File: src/rtl/status_led_colour_renderer_macros.svh
// assertion macros for the status led colour renderer
`ifndef STATUS_LED_COLOUR_RENDERER_MACROS_SVH
`define STATUS_LED_COLOUR_RENDERER_MACROS_SVH

// consequent must hold in the same cycle as the antecedent
`define SLCR_ASSERT_NOW(name, clk, rstn, ante, cons) \
    name: assert property (@(posedge clk) disable iff (!rstn) (ante) |-> (cons)) \
        else $error("slcr check failed");

// consequent must hold in the cycle after the antecedent
`define SLCR_ASSERT_NEXT(name, clk, rstn, ante, cons) \
    name: assert property (@(posedge clk) disable iff (!rstn) (ante) |=> (cons)) \
        else $error("slcr check failed");

`endif

File: src/rtl/slcr_pkg.sv
// shared types, codes and constants of the status led colour renderer
`default_nettype none

package slcr_pkg;

    // field widths
    localparam int unsigned COLOUR_W = 24;
    localparam int unsigned TIME_W   = 32;
    localparam int unsigned BYTE_W   = 8;
    localparam int unsigned PHASE_W  = 12;
    localparam int unsigned SLOT_W   = 10;
    localparam int unsigned K_W      = 9;
    localparam int unsigned PROD_W   = BYTE_W + K_W;
    localparam int unsigned STEP_W   = $clog2(TIME_W);

    // operation codes
    localparam logic [1:0] OP_RENDER      = 2'd0;
    localparam logic [1:0] OP_SET_PULSE   = 2'd1;
    localparam logic [1:0] OP_CLEAR_PULSE = 2'd2;

    // mode codes
    localparam logic [1:0] MODE_NORMAL  = 2'd0;
    localparam logic [1:0] MODE_CONFIG  = 2'd1;
    localparam logic [1:0] MODE_UPDATE  = 2'd2;
    localparam logic [1:0] MODE_FACTORY = 2'd3;

    // configuration register indexes
    localparam logic [1:0] REG_CONFIG_COLOUR  = 2'd0;
    localparam logic [1:0] REG_UPDATE_COLOUR  = 2'd1;
    localparam logic [1:0] REG_FACTORY_COLOUR = 2'd2;
    localparam logic [1:0] REG_WIFI_COLOUR    = 2'd3;

    // configuration reset values
    localparam logic [COLOUR_W-1:0] CONFIG_COLOUR_RST  = 24'hFF00FF;
    localparam logic [COLOUR_W-1:0] UPDATE_COLOUR_RST  = 24'h00FFFF;
    localparam logic [COLOUR_W-1:0] FACTORY_COLOUR_RST = 24'hFFFFFF;
    localparam logic [COLOUR_W-1:0] WIFI_COLOUR_RST    = 24'hFFC000;

    // colour channel codes for the breathe sequence
    localparam logic [1:0] CH_BLUE  = 2'd0;
    localparam logic [1:0] CH_GREEN = 2'd1;
    localparam logic [1:0] CH_RED   = 2'd2;

    // timing constants in milliseconds
    localparam int unsigned SLOT_LEN    = 1000;
    localparam int unsigned GAP_LEN     = 200;
    localparam int unsigned CYCLE_LEN   = 2 * SLOT_LEN + 2 * GAP_LEN;
    localparam int unsigned SLOW_PERIOD = 500;
    localparam int unsigned FAST_PERIOD = 250;
    localparam int unsigned BREATHE_DIV = 500;

    // divide by BREATHE_DIV as a shift by two and a reciprocal multiply
    localparam int unsigned BR_PRE    = 2;
    localparam int unsigned BR_SHIFT  = 22;
    localparam int unsigned BR_DIV4   = BREATHE_DIV / 4;
    localparam int unsigned BR_RECIP  = (2 ** BR_SHIFT + BR_DIV4 - 1) / BR_DIV4;
    localparam int unsigned RECIP_W   = 16;
    localparam int unsigned SCALED_W  = PROD_W - BR_PRE + RECIP_W;

    // commands from the controller to the datapath
    typedef struct packed {
        logic       load;
        logic       set_pulse;
        logic       clear_pulse;
        logic       div_step;
        logic       eval;
        logic       br_mul;
        logic       br_scale;
        logic [1:0] chan;
        logic       out_load;
    } cmd_t;

    // status from the datapath to the controller
    typedef struct packed {
        logic breathe;
    } status_t;

endpackage

`default_nettype wire

File: src/rtl/slcr_ctrl.sv
// sequencing controller of the status led colour renderer
`default_nettype none

module slcr_ctrl (
    input  wire logic              aclk,
    input  wire logic              aresetn,
    input  wire logic              s_valid,
    output logic                   s_ready,
    input  wire logic [1:0]        s_op,
    output logic                   m_valid,
    input  wire logic              m_ready,
    input  wire slcr_pkg::status_t status,
    output slcr_pkg::cmd_t         cmd
);
    import slcr_pkg::*;

    typedef enum logic [2:0] {
        ST_IDLE,
        ST_DIV,
        ST_EVAL,
        ST_MUL,
        ST_SCALE,
        ST_OUT
    } state_t;

    state_t              state_reg, state_next;
    logic [STEP_W-1:0]   step_cnt_reg, step_cnt_next;
    logic [1:0]          chan_reg, chan_next;
    logic                m_valid_reg, m_valid_next;
    logic                accept;

    // next state and commands
    always_comb begin
        state_next    = state_reg;
        step_cnt_next = step_cnt_reg;
        chan_next     = chan_reg;
        m_valid_next  = m_valid_reg && !m_ready;
        cmd           = '0;
        cmd.chan      = chan_reg;
        s_ready       = (state_reg == ST_IDLE);
        accept        = s_valid && s_ready;
        unique case (state_reg)
            ST_IDLE: begin
                cmd.load        = accept && (s_op == OP_RENDER);
                cmd.set_pulse   = accept && (s_op == OP_SET_PULSE);
                cmd.clear_pulse = accept && (s_op == OP_CLEAR_PULSE);
                if (cmd.load) begin
                    state_next    = ST_DIV;
                    step_cnt_next = '0;
                end
            end
            ST_DIV: begin
                cmd.div_step  = 1'b1;
                step_cnt_next = step_cnt_reg + 1'b1;
                if (step_cnt_reg == STEP_W'(TIME_W - 1)) begin
                    state_next = ST_EVAL;
                end
            end
            ST_EVAL: begin
                cmd.eval = 1'b1;
                if (status.breathe) begin
                    chan_next  = CH_BLUE;
                    state_next = ST_MUL;
                end else begin
                    state_next = ST_OUT;
                end
            end
            ST_MUL: begin
                cmd.br_mul = 1'b1;
                state_next = ST_SCALE;
            end
            ST_SCALE: begin
                cmd.br_scale = 1'b1;
                if (chan_reg == CH_RED) begin
                    state_next = ST_OUT;
                end else begin
                    chan_next  = chan_reg + 1'b1;
                    state_next = ST_MUL;
                end
            end
            ST_OUT: begin
                if (!m_valid_reg || m_ready) begin
                    cmd.out_load = 1'b1;
                    m_valid_next = 1'b1;
                    state_next   = ST_IDLE;
                end
            end
            default: begin
                state_next = ST_IDLE;
            end
        endcase
    end

    // state and registered outputs
    always_ff @(posedge aclk) begin
        if (!aresetn) begin
            state_reg    <= ST_IDLE;
            step_cnt_reg <= '0;
            chan_reg     <= CH_BLUE;
            m_valid_reg  <= 1'b0;
        end else begin
            state_reg    <= state_next;
            step_cnt_reg <= step_cnt_next;
            chan_reg     <= chan_next;
            m_valid_reg  <= m_valid_next;
        end
    end

    assign m_valid = m_valid_reg;

endmodule

`default_nettype wire

File: src/rtl/slcr_dp.sv
// datapath: registers, serial remainder unit, colour selection and breathe scaling
`default_nettype none

module slcr_dp (
    input  wire logic                           aclk,
    input  wire logic                           aresetn,
    input  wire slcr_pkg::cmd_t                 cmd,
    output slcr_pkg::status_t                   status,
    input  wire logic [1:0]                     cfg_index,
    input  wire logic [slcr_pkg::COLOUR_W-1:0]  cfg_wdata,
    input  wire logic                           cfg_we,
    input  wire logic [slcr_pkg::TIME_W-1:0]    s_now_ms,
    input  wire logic [slcr_pkg::COLOUR_W-1:0]  s_pulse_colour,
    input  wire logic [slcr_pkg::TIME_W-1:0]    s_pulse_on_ms,
    input  wire logic [slcr_pkg::TIME_W-1:0]    s_pulse_off_ms,
    input  wire logic [slcr_pkg::TIME_W-1:0]    s_pulse_duration_ms,
    input  wire logic [1:0]                     s_current_mode,
    input  wire logic [1:0]                     s_requested_mode,
    input  wire logic                           s_radio_enabled,
    input  wire logic                           s_access_point_up,
    input  wire logic                           s_access_point_client,
    input  wire logic                           s_network_hunting,
    output logic [slcr_pkg::COLOUR_W-1:0]       m_led_colour
);
    import slcr_pkg::*;

    // configuration registers
    logic [COLOUR_W-1:0] config_colour_reg;
    logic [COLOUR_W-1:0] update_colour_reg;
    logic [COLOUR_W-1:0] factory_colour_reg;
    logic [COLOUR_W-1:0] wifi_colour_reg;

    // held pulse
    logic [COLOUR_W-1:0] held_colour_reg;
    logic [TIME_W-1:0]   held_on_reg;
    logic [TIME_W-1:0]   held_off_reg;
    logic [TIME_W-1:0]   held_start_reg;
    logic [TIME_W-1:0]   held_expiry_reg;

    // captured render beat
    logic [1:0] cur_reg, req_reg;
    logic       radio_reg, ap_reg, client_reg, hunt_reg;
    logic       active_reg;

    // serial remainder unit
    logic [TIME_W-1:0] dividend_reg;
    logic [TIME_W:0]   divisor_reg;
    logic [TIME_W:0]   rem_reg;
    logic [TIME_W+1:0] trial;
    logic              load_active;

    // evaluation and breathe
    logic [COLOUR_W-1:0] eval_colour;
    logic                eval_breathe;
    logic [SLOT_W-1:0]   eval_p;
    logic [SLOT_W-1:0]   p_mirror;
    logic [K_W-1:0]      eval_k;
    logic [PHASE_W-1:0]  phase;
    logic [PHASE_W-1:0]  wphase;
    logic [PHASE_W-1:0]  slow_phase;
    logic [COLOUR_W-1:0] req_colour;
    logic [COLOUR_W-1:0] colour_reg;
    logic [K_W-1:0]      k_reg;
    logic [BYTE_W-1:0]   chan_byte;
    logic [PROD_W-1:0]   prod_reg;
    logic [SCALED_W-1:0] scaled;
    logic [BYTE_W-1:0]   quot;
    logic [COLOUR_W-1:0] acc_reg;
    logic [COLOUR_W-1:0] led_colour_reg;

    // configuration writes
    always_ff @(posedge aclk) begin
        if (!aresetn) begin
            config_colour_reg  <= CONFIG_COLOUR_RST;
            update_colour_reg  <= UPDATE_COLOUR_RST;
            factory_colour_reg <= FACTORY_COLOUR_RST;
            wifi_colour_reg    <= WIFI_COLOUR_RST;
        end else if (cfg_we) begin
            unique case (cfg_index)
                REG_CONFIG_COLOUR:  config_colour_reg  <= cfg_wdata;
                REG_UPDATE_COLOUR:  update_colour_reg  <= cfg_wdata;
                REG_FACTORY_COLOUR: factory_colour_reg <= cfg_wdata;
                REG_WIFI_COLOUR:    wifi_colour_reg    <= cfg_wdata;
                default:            config_colour_reg  <= config_colour_reg;
            endcase
        end
    end

    // pulse set and clear
    always_ff @(posedge aclk) begin
        if (!aresetn) begin
            held_colour_reg <= '0;
            held_on_reg     <= '0;
            held_off_reg    <= '0;
            held_start_reg  <= '0;
            held_expiry_reg <= '0;
        end else if (cmd.set_pulse) begin
            held_colour_reg <= s_pulse_colour;
            held_on_reg     <= s_pulse_on_ms;
            held_off_reg    <= s_pulse_off_ms;
            held_start_reg  <= s_now_ms;
            held_expiry_reg <= s_now_ms + s_pulse_duration_ms;
        end else if (cmd.clear_pulse) begin
            held_expiry_reg <= '0;
        end
    end

    // divider step: shift in one dividend bit, subtract when it fits
    assign load_active = (s_now_ms < held_expiry_reg);
    assign trial       = {rem_reg, dividend_reg[TIME_W-1]};

    // capture the render beat and run the remainder unit
    always_ff @(posedge aclk) begin
        if (cmd.load) begin
            cur_reg    <= s_current_mode;
            req_reg    <= s_requested_mode;
            radio_reg  <= s_radio_enabled;
            ap_reg     <= s_access_point_up;
            client_reg <= s_access_point_client;
            hunt_reg   <= s_network_hunting;
            active_reg <= load_active;
            rem_reg    <= '0;
            if (load_active) begin
                dividend_reg <= s_now_ms - held_start_reg;
                divisor_reg  <= {1'b0, held_on_reg} + {1'b0, held_off_reg};
            end else begin
                dividend_reg <= s_now_ms;
                if (s_requested_mode != MODE_NORMAL) begin
                    divisor_reg <= (TIME_W+1)'(FAST_PERIOD);
                end else begin
                    divisor_reg <= (TIME_W+1)'(CYCLE_LEN);
                end
            end
        end else if (cmd.div_step) begin
            dividend_reg <= {dividend_reg[TIME_W-2:0], 1'b0};
            if (trial >= {1'b0, divisor_reg}) begin
                rem_reg <= (TIME_W+1)'(trial - {1'b0, divisor_reg});
            end else begin
                rem_reg <= trial[TIME_W:0];
            end
        end
    end

    // tint of the pending request
    always_comb begin
        case (req_reg)
            MODE_CONFIG: req_colour = config_colour_reg;
            MODE_UPDATE: req_colour = update_colour_reg;
            default:     req_colour = factory_colour_reg;
        endcase
    end

    // precedence: pulse, then request, then the display cycle
    always_comb begin
        eval_colour  = '0;
        eval_breathe = 1'b0;
        eval_p       = '0;
        phase        = rem_reg[PHASE_W-1:0];
        wphase       = phase - PHASE_W'(SLOT_LEN + GAP_LEN);
        slow_phase   = (wphase >= PHASE_W'(SLOW_PERIOD)) ?
                       wphase - PHASE_W'(SLOW_PERIOD) : wphase;
        if (active_reg) begin
            if (held_off_reg == '0 || rem_reg < {1'b0, held_on_reg}) begin
                eval_colour = held_colour_reg;
            end
        end else if (req_reg != MODE_NORMAL) begin
            if (rem_reg < (TIME_W+1)'(FAST_PERIOD / 2)) begin
                eval_colour = req_colour;
            end
        end else if (phase < PHASE_W'(SLOT_LEN)) begin
            eval_p = phase[SLOT_W-1:0];
            if (cur_reg == MODE_CONFIG) begin
                eval_colour  = config_colour_reg;
                eval_breathe = 1'b1;
            end else if (cur_reg == MODE_UPDATE) begin
                eval_colour  = update_colour_reg;
                eval_breathe = 1'b1;
            end
        end else if (phase >= PHASE_W'(SLOT_LEN + GAP_LEN) &&
                     phase < PHASE_W'(2 * SLOT_LEN + GAP_LEN)) begin
            eval_p = wphase[SLOT_W-1:0];
            if (radio_reg) begin
                if (ap_reg) begin
                    eval_colour  = wifi_colour_reg;
                    eval_breathe = !client_reg;
                end else if (hunt_reg && slow_phase < PHASE_W'(SLOW_PERIOD / 2)) begin
                    eval_colour = wifi_colour_reg;
                end
            end
        end
    end

    // breathe envelope k = min(p, slot - p)
    assign p_mirror = SLOT_W'(SLOT_LEN) - eval_p;
    assign eval_k   = (eval_p < p_mirror) ? eval_p[K_W-1:0] : p_mirror[K_W-1:0];
    assign status.breathe = eval_breathe;

    // channel picked for the current breathe step
    always_comb begin
        case (cmd.chan)
            CH_BLUE:  chan_byte = colour_reg[BYTE_W-1:0];
            CH_GREEN: chan_byte = colour_reg[2*BYTE_W-1:BYTE_W];
            CH_RED:   chan_byte = colour_reg[3*BYTE_W-1:2*BYTE_W];
            default:  chan_byte = '0;
        endcase
    end

    // floor(prod / 500) as floor((prod >> 2) * recip >> shift)
    assign scaled = SCALED_W'(prod_reg[PROD_W-1:BR_PRE]) * SCALED_W'(BR_RECIP);
    assign quot   = scaled[BR_SHIFT +: BYTE_W];

    // evaluation, breathe scaling and result register
    always_ff @(posedge aclk) begin
        if (cmd.eval) begin
            colour_reg <= eval_colour;
            k_reg      <= eval_k;
            acc_reg    <= eval_colour;
        end
        if (cmd.br_mul) begin
            prod_reg <= PROD_W'(chan_byte) * PROD_W'(k_reg);
        end
        if (cmd.br_scale) begin
            case (cmd.chan)
                CH_BLUE:  acc_reg[BYTE_W-1:0]          <= quot;
                CH_GREEN: acc_reg[2*BYTE_W-1:BYTE_W]   <= quot;
                default:  acc_reg[3*BYTE_W-1:2*BYTE_W] <= quot;
            endcase
        end
        if (cmd.out_load) begin
            led_colour_reg <= acc_reg;
        end
    end

    assign m_led_colour = led_colour_reg;

endmodule

`default_nettype wire

File: src/rtl/status_led_colour_renderer.sv
// Render beat: accept, the 32-step remainder unit, evaluation, per-channel breathe
// scaling when the tint breathes, output load; only then is the next beat accepted.
// Set and clear pulse beats act on accept; the next beat is accepted right after.
// A finished result sits in the output register while the next beat is accepted.
// Synchronous active-low reset: registers to default tints, pulse cleared, idle.
`default_nettype none

`include "status_led_colour_renderer_macros.svh"

module status_led_colour_renderer (
    input  wire logic                           aclk,
    input  wire logic                           aresetn,
    input  wire logic                           cfg_we,
    input  wire logic [1:0]                     cfg_index,
    input  wire logic [slcr_pkg::COLOUR_W-1:0]  cfg_wdata,
    input  wire logic                           s_valid,
    output logic                                s_ready,
    input  wire logic [1:0]                     s_op,
    input  wire logic [slcr_pkg::TIME_W-1:0]    s_now_ms,
    input  wire logic [slcr_pkg::COLOUR_W-1:0]  s_pulse_colour,
    input  wire logic [slcr_pkg::TIME_W-1:0]    s_pulse_on_ms,
    input  wire logic [slcr_pkg::TIME_W-1:0]    s_pulse_off_ms,
    input  wire logic [slcr_pkg::TIME_W-1:0]    s_pulse_duration_ms,
    input  wire logic [1:0]                     s_current_mode,
    input  wire logic [1:0]                     s_requested_mode,
    input  wire logic                           s_radio_enabled,
    input  wire logic                           s_access_point_up,
    input  wire logic                           s_access_point_client,
    input  wire logic                           s_network_hunting,
    output logic                                m_valid,
    input  wire logic                           m_ready,
    output logic [slcr_pkg::COLOUR_W-1:0]       m_led_colour
);
    import slcr_pkg::*;

    cmd_t    ctrl_cmd;
    status_t dp_status;

    // controller
    slcr_ctrl u_ctrl (
        .aclk    (aclk),
        .aresetn (aresetn),
        .s_valid (s_valid),
        .s_ready (s_ready),
        .s_op    (s_op),
        .m_valid (m_valid),
        .m_ready (m_ready),
        .status  (dp_status),
        .cmd     (ctrl_cmd)
    );

    // datapath
    slcr_dp u_dp (
        .aclk                  (aclk),
        .aresetn               (aresetn),
        .cmd                   (ctrl_cmd),
        .status                (dp_status),
        .cfg_index             (cfg_index),
        .cfg_wdata             (cfg_wdata),
        .cfg_we                (cfg_we),
        .s_now_ms              (s_now_ms),
        .s_pulse_colour        (s_pulse_colour),
        .s_pulse_on_ms         (s_pulse_on_ms),
        .s_pulse_off_ms        (s_pulse_off_ms),
        .s_pulse_duration_ms   (s_pulse_duration_ms),
        .s_current_mode        (s_current_mode),
        .s_requested_mode      (s_requested_mode),
        .s_radio_enabled       (s_radio_enabled),
        .s_access_point_up     (s_access_point_up),
        .s_access_point_client (s_access_point_client),
        .s_network_hunting     (s_network_hunting),
        .m_led_colour          (m_led_colour)
    );

    // checks
    `SLCR_ASSERT_NOW(a_no_result_overwrite, aclk, aresetn, ctrl_cmd.out_load, !m_valid || m_ready)
    `SLCR_ASSERT_NOW(a_busy_while_dividing, aclk, aresetn, ctrl_cmd.div_step, !s_ready)
    `SLCR_ASSERT_NEXT(a_render_starts_div, aclk, aresetn, s_valid && s_ready && s_op == OP_RENDER, ctrl_cmd.div_step)

endmodule

`default_nettype wire
File: config.mk
export PLATFORM = sky130hd
export DESIGN_NAME = status_led_colour_renderer
export DESIGN_NICKNAME = d
export VERILOG_FILES = /design/src/rtl/slcr_pkg.sv /design/src/rtl/slcr_ctrl.sv /design/src/rtl/slcr_dp.sv /design/src/rtl/status_led_colour_renderer.sv
export VERILOG_INCLUDE_DIRS = /design/src /design/src/rtl
export SDC_FILE = /design/constraint.sdc
export NUM_CORES = 2
export LEC_CHECK = 0
export ABC_AREA = 1
export BUFFER_PORTS_ARGS = -buffer_cell sky130_fd_sc_hd__buf_4
export CAP_MARGIN = 20
export CORE_ASPECT_RATIO = 0.5
export CORE_MARGIN = 2
export CORE_UTILIZATION = 50
export DETAILED_ROUTE_END_ITERATION = 8
export GPL_TIMING_DRIVEN = 0
export PLACE_DENSITY = 0.79
export SYNTH_ARGS = -nofsm -noshare
export SYNTH_HDL_FRONTEND = slang
export SYNTH_HIERARCHICAL = 1
export SYNTH_SLANG_ARGS = --single-unit
File: constraint.sdc
create_clock -name aclk -period 6.59 [get_ports aclk]
set_input_delay 1.977 -clock aclk [delete_from_list [all_inputs] [get_ports aclk]]
set_output_delay 1.977 -clock aclk [all_outputs]
set_load 0.005 [all_outputs]
==> results.cfg <==
[status]
outcome = complete, no violations

[logic_synthesis]
synth_area_mm2 = 0.0337
synth_top_area_share_pct = 18.8
syn_nets = 5096
yosysUniqueCellTypes = 66
yosys.area.top_type = dfxtp_1
yosysMostFrequentCell = nand2_1
synth-seq-area-share_pct = 31.7
synth_commonest_cells = nand2_1, inv_1, a21oi_1, nor2_1, ha_1
ys_ff_latch = 462
synth_edf_count = 146
ys_top_cells_by_area = dfxtp_1, ha_1, edfxtp_1
yosysWarnings = 6
async_flop_share_pct = 0
postSynthAreaPerCell_um2 = 7.55
synthCells = 4466
synthFlopType = dfxtp_1

[timing]
worstMarginPinSlew_ns = 1.17
timing.final.crit_share_pct = 86.8
hold_viol_final = 0
fmax_mhz = 175
period_needed_ns = 5.72
finClkSkew_ns = 0.0170
holdWs_ns = 0.434
drv_slew = 0
max-slew-margin-rel_pct = 22.0
grt_setup_unrepaired = no
finalSetupViolCount = 0

[layout]
layout.nets = 5367
postLayoutCellArea_mm2 = 0.0382
multi_input_area_mm2 = 0.0200
fillers = 6091
final_cells = 5672
register_area_mm2 = 0.0107
layout-drive-gt1-share_pct = 10.2
areaGrowthSynthToFinish_pct = 13.1

[drt]
num_vias = 31835
dr.pass1.iters = 5
routedWlPerCell_um = 18.3
wl_um = 104000
drt_iter0_markers = 2965
viasPerCell = 5.61
ant_nets = 0
drc = 0

[clock_tree]
ctsLongestPathBuffers = 3
cts_hold_buf = 0
cts_sinks = 462
cts_tree = yes
cts.repair.resized = 0
cts_root_buffer = clkbuf_16
cts_buffers = 46
post_cts_buffers = 0
path_clk_slew_ns = 0.07
clk_latency_ns = 0.61
h-tree-depth = 2

[worst_setup_path]
worstSetupStartpointType = register
path_buf_inv = 3
crit_top_cell = fa_1
crit_path_max_incr_delay_ns = 0.57
arrival_ns = 6.07
cp_slowest_cell = fa_1
worstPathCellList = inv_1 > nor2_1 > nand2_1 > nand3_1 > nand2_1 > fa_1 > fa_1 > fa_1 > fa_1 > inv_1 > ha_1 > nand3_1 > and2_1 > inv_1 > a21oi_1 > o21bai_1 > a21oi_1 > o21bai_1 > nand3_1 > nand2_1 > a21oi_1 > o21bai_1 > xor2_1
path_delay_family = adder cells
worstPathRequired_ns = 6.94
cp_max_fo = 9
critPathKind = reg2reg
cp-end-kind = register

[flow_run]
maxCapViolations = 0

[placement]
place_area_mm2 = 0.0366
gp_congestion = 0.972
dp.cells = 5586
io_buffers = 218
dp_hpwl_um = 83500

[floorplan]
coreArea_mm2 = 0.0668
ios = 219
fp.dieH_um = 188
start_util_pct = 50.5
die_w_um = 371
rows = 67
dieArea_mm2 = 0.0697

[global_routing]
antenna_found_initial = 1
grt_max_degree = 35
grt_pass1_wl_um = 162000
track_usage_pct = 29.2
grt-ovfl-total = 0
grt_pass1_vias = 30758

[power]
power_leakage_nw = 17.7
ir_worst_vdd_mv = 0.168
p_per_area_mw_per_mm2 = 258

[min_path]
hold_path_class = reg2reg
-- where the power goes --
group / switching (mW) / leakage, nW / internal (mW)
logic: 2.33 / 13.0 / 1.26
registers: 0.277 / 3.94 / 3.21
clock network: 1.21 / 0.765 / 1.55
-- final timing paths --
| kind | from | endpoint | slack [ns] | cells past startpoint |
|---|---|---|---|---|
| hold / removal | u_dp/acc_reg[10]$_DFF_P_ | u_dp/m_led_colour[10]$_DFFE_PP_ | 0.43 | 0 |
| setup / recovery | u_ctrl/chan_reg[1]$_SDFFE_PN0P_ | u_dp/prod_reg[15]$_DFFE_PP_ | 0.87 | 23 |
| setup reg to reg | u_ctrl/chan_reg[1]$_SDFFE_PN0P_ | u_dp/prod_reg[15]$_DFFE_PP_ | 0.87 | 23 |
| hold reg to reg | u_dp/acc_reg[10]$_DFF_P_ | u_dp/m_led_colour[10]$_DFFE_PP_ | 0.43 | 0 |
-- final cells by class --
class	count	area share (%)
timing repair buffer	223	4.54
sequential	462	28.1
tap	897	2.94
clock inverter	20	0.475
inverter	620	6.12
clock buffer	65	3.61
buffer	155	1.74
antenna	1	0.00656
multi-input combinational	3229	52.5
-- worst reg2reg max path, cell delays in order, from the launching register on --
cell,delay (ns)
dfxtp_1,0.43
inv_1,0.08
nor2_1,0.47
nand2_1,0.10
nand3_1,0.37
nand2_1,0.15
fa_1,0.48
fa_1,0.57
fa_1,0.44
fa_1,0.54
inv_1,0.04
ha_1,0.33
nand3_1,0.09
and2_1,0.18
inv_1,0.05
a21oi_1,0.06
o21bai_1,0.19
a21oi_1,0.09
o21bai_1,0.25
nand3_1,0.13
nand2_1,0.12
a21oi_1,0.07
o21bai_1,0.18
xor2_1,0.08
-- cells in the final DEF, fill, tap and decap left out, types with 10 or more instances in the layout --
cell | Yosys | routed
o221ai_1 | 13 | 13
nand2_4 | 10 | 10
xor2_1 | 50 | 50
buf_4 | 4 | 222
a221o_1 | 12 | 12
buf_1 | 11 | 11
nor4_1 | 23 | 23
o21ai_0 | 316 | 316
o31ai_1 | 24 | 24
nand2_2 | 66 | 66
o211ai_1 | 60 | 60
inv_1 | 599 | 598
nor2_1 | 387 | 386
or2_2 | 14 | 14
nand4_1 | 41 | 41
a31oi_1 | 12 | 12
a21o_1 | 12 | 12
o22ai_1 | 17 | 17
nor3_1 | 39 | 39
dfxtp_1 | 316 | 316
clkbuf_16 | 0 | 49
a21oi_2 | 21 | 21
inv_2 | 12 | 13
fa_1 | 80 | 80
o21ai_1 | 22 | 22
edfxtp_1 | 146 | 146
clkbuf_1 | 128 | 134
xnor2_1 | 40 | 40
nand3_1 | 173 | 173
o21a_1 | 22 | 22
ha_1 | 357 | 357
a21oi_1 | 490 | 490
nand2_1 | 838 | 838
o21bai_1 | 15 | 15
-- through the flow --
stage                     power (mW)  setup WS [ns]  setup TNS (ns)  utilization, %
after floorplan                 5.96           1.25               0               -
after global placement          6.97         -0.763          -30.42            54.6
after detailed placement        7.04          0.897               0            54.8
after CTS                       9.79          0.886               0            57.1
after global routing            10.4          0.335               0            57.1
final                           9.83          0.867               0            57.1
-- layer usage --
layer | vias to the layer above | track usage, % | part of all wire (%)
li1 | 15461 | - | -
met1 | 15002 | 36.9 | 42
met2 | 1140 | 50.4 | 48
met3 | 232 | 3.69 | 6.4
met4 | 0 | 11.8 | 4.2
met5 | - | 0 | 0
-- cell families (layout without fill, tap and decap cells) --
kind of cell | count (synthesis) | after routing | share of synthesized area [%]
buffers and inverters | 775 | 1083 | 8.89
AO/OA/AOI/OAI | 1069 | 1069 | 17.9
adder cells (fa/ha/maj) | 437 | 437 | 18.0
flip-flops | 462 | 462 | 31.7
AND/OR/NAND/NOR | 1632 | 1632 | 21.1
other | 0 | 1 | 0
XOR/XNOR | 91 | 91 | 2.38
(Power assumes the default switching activity.)
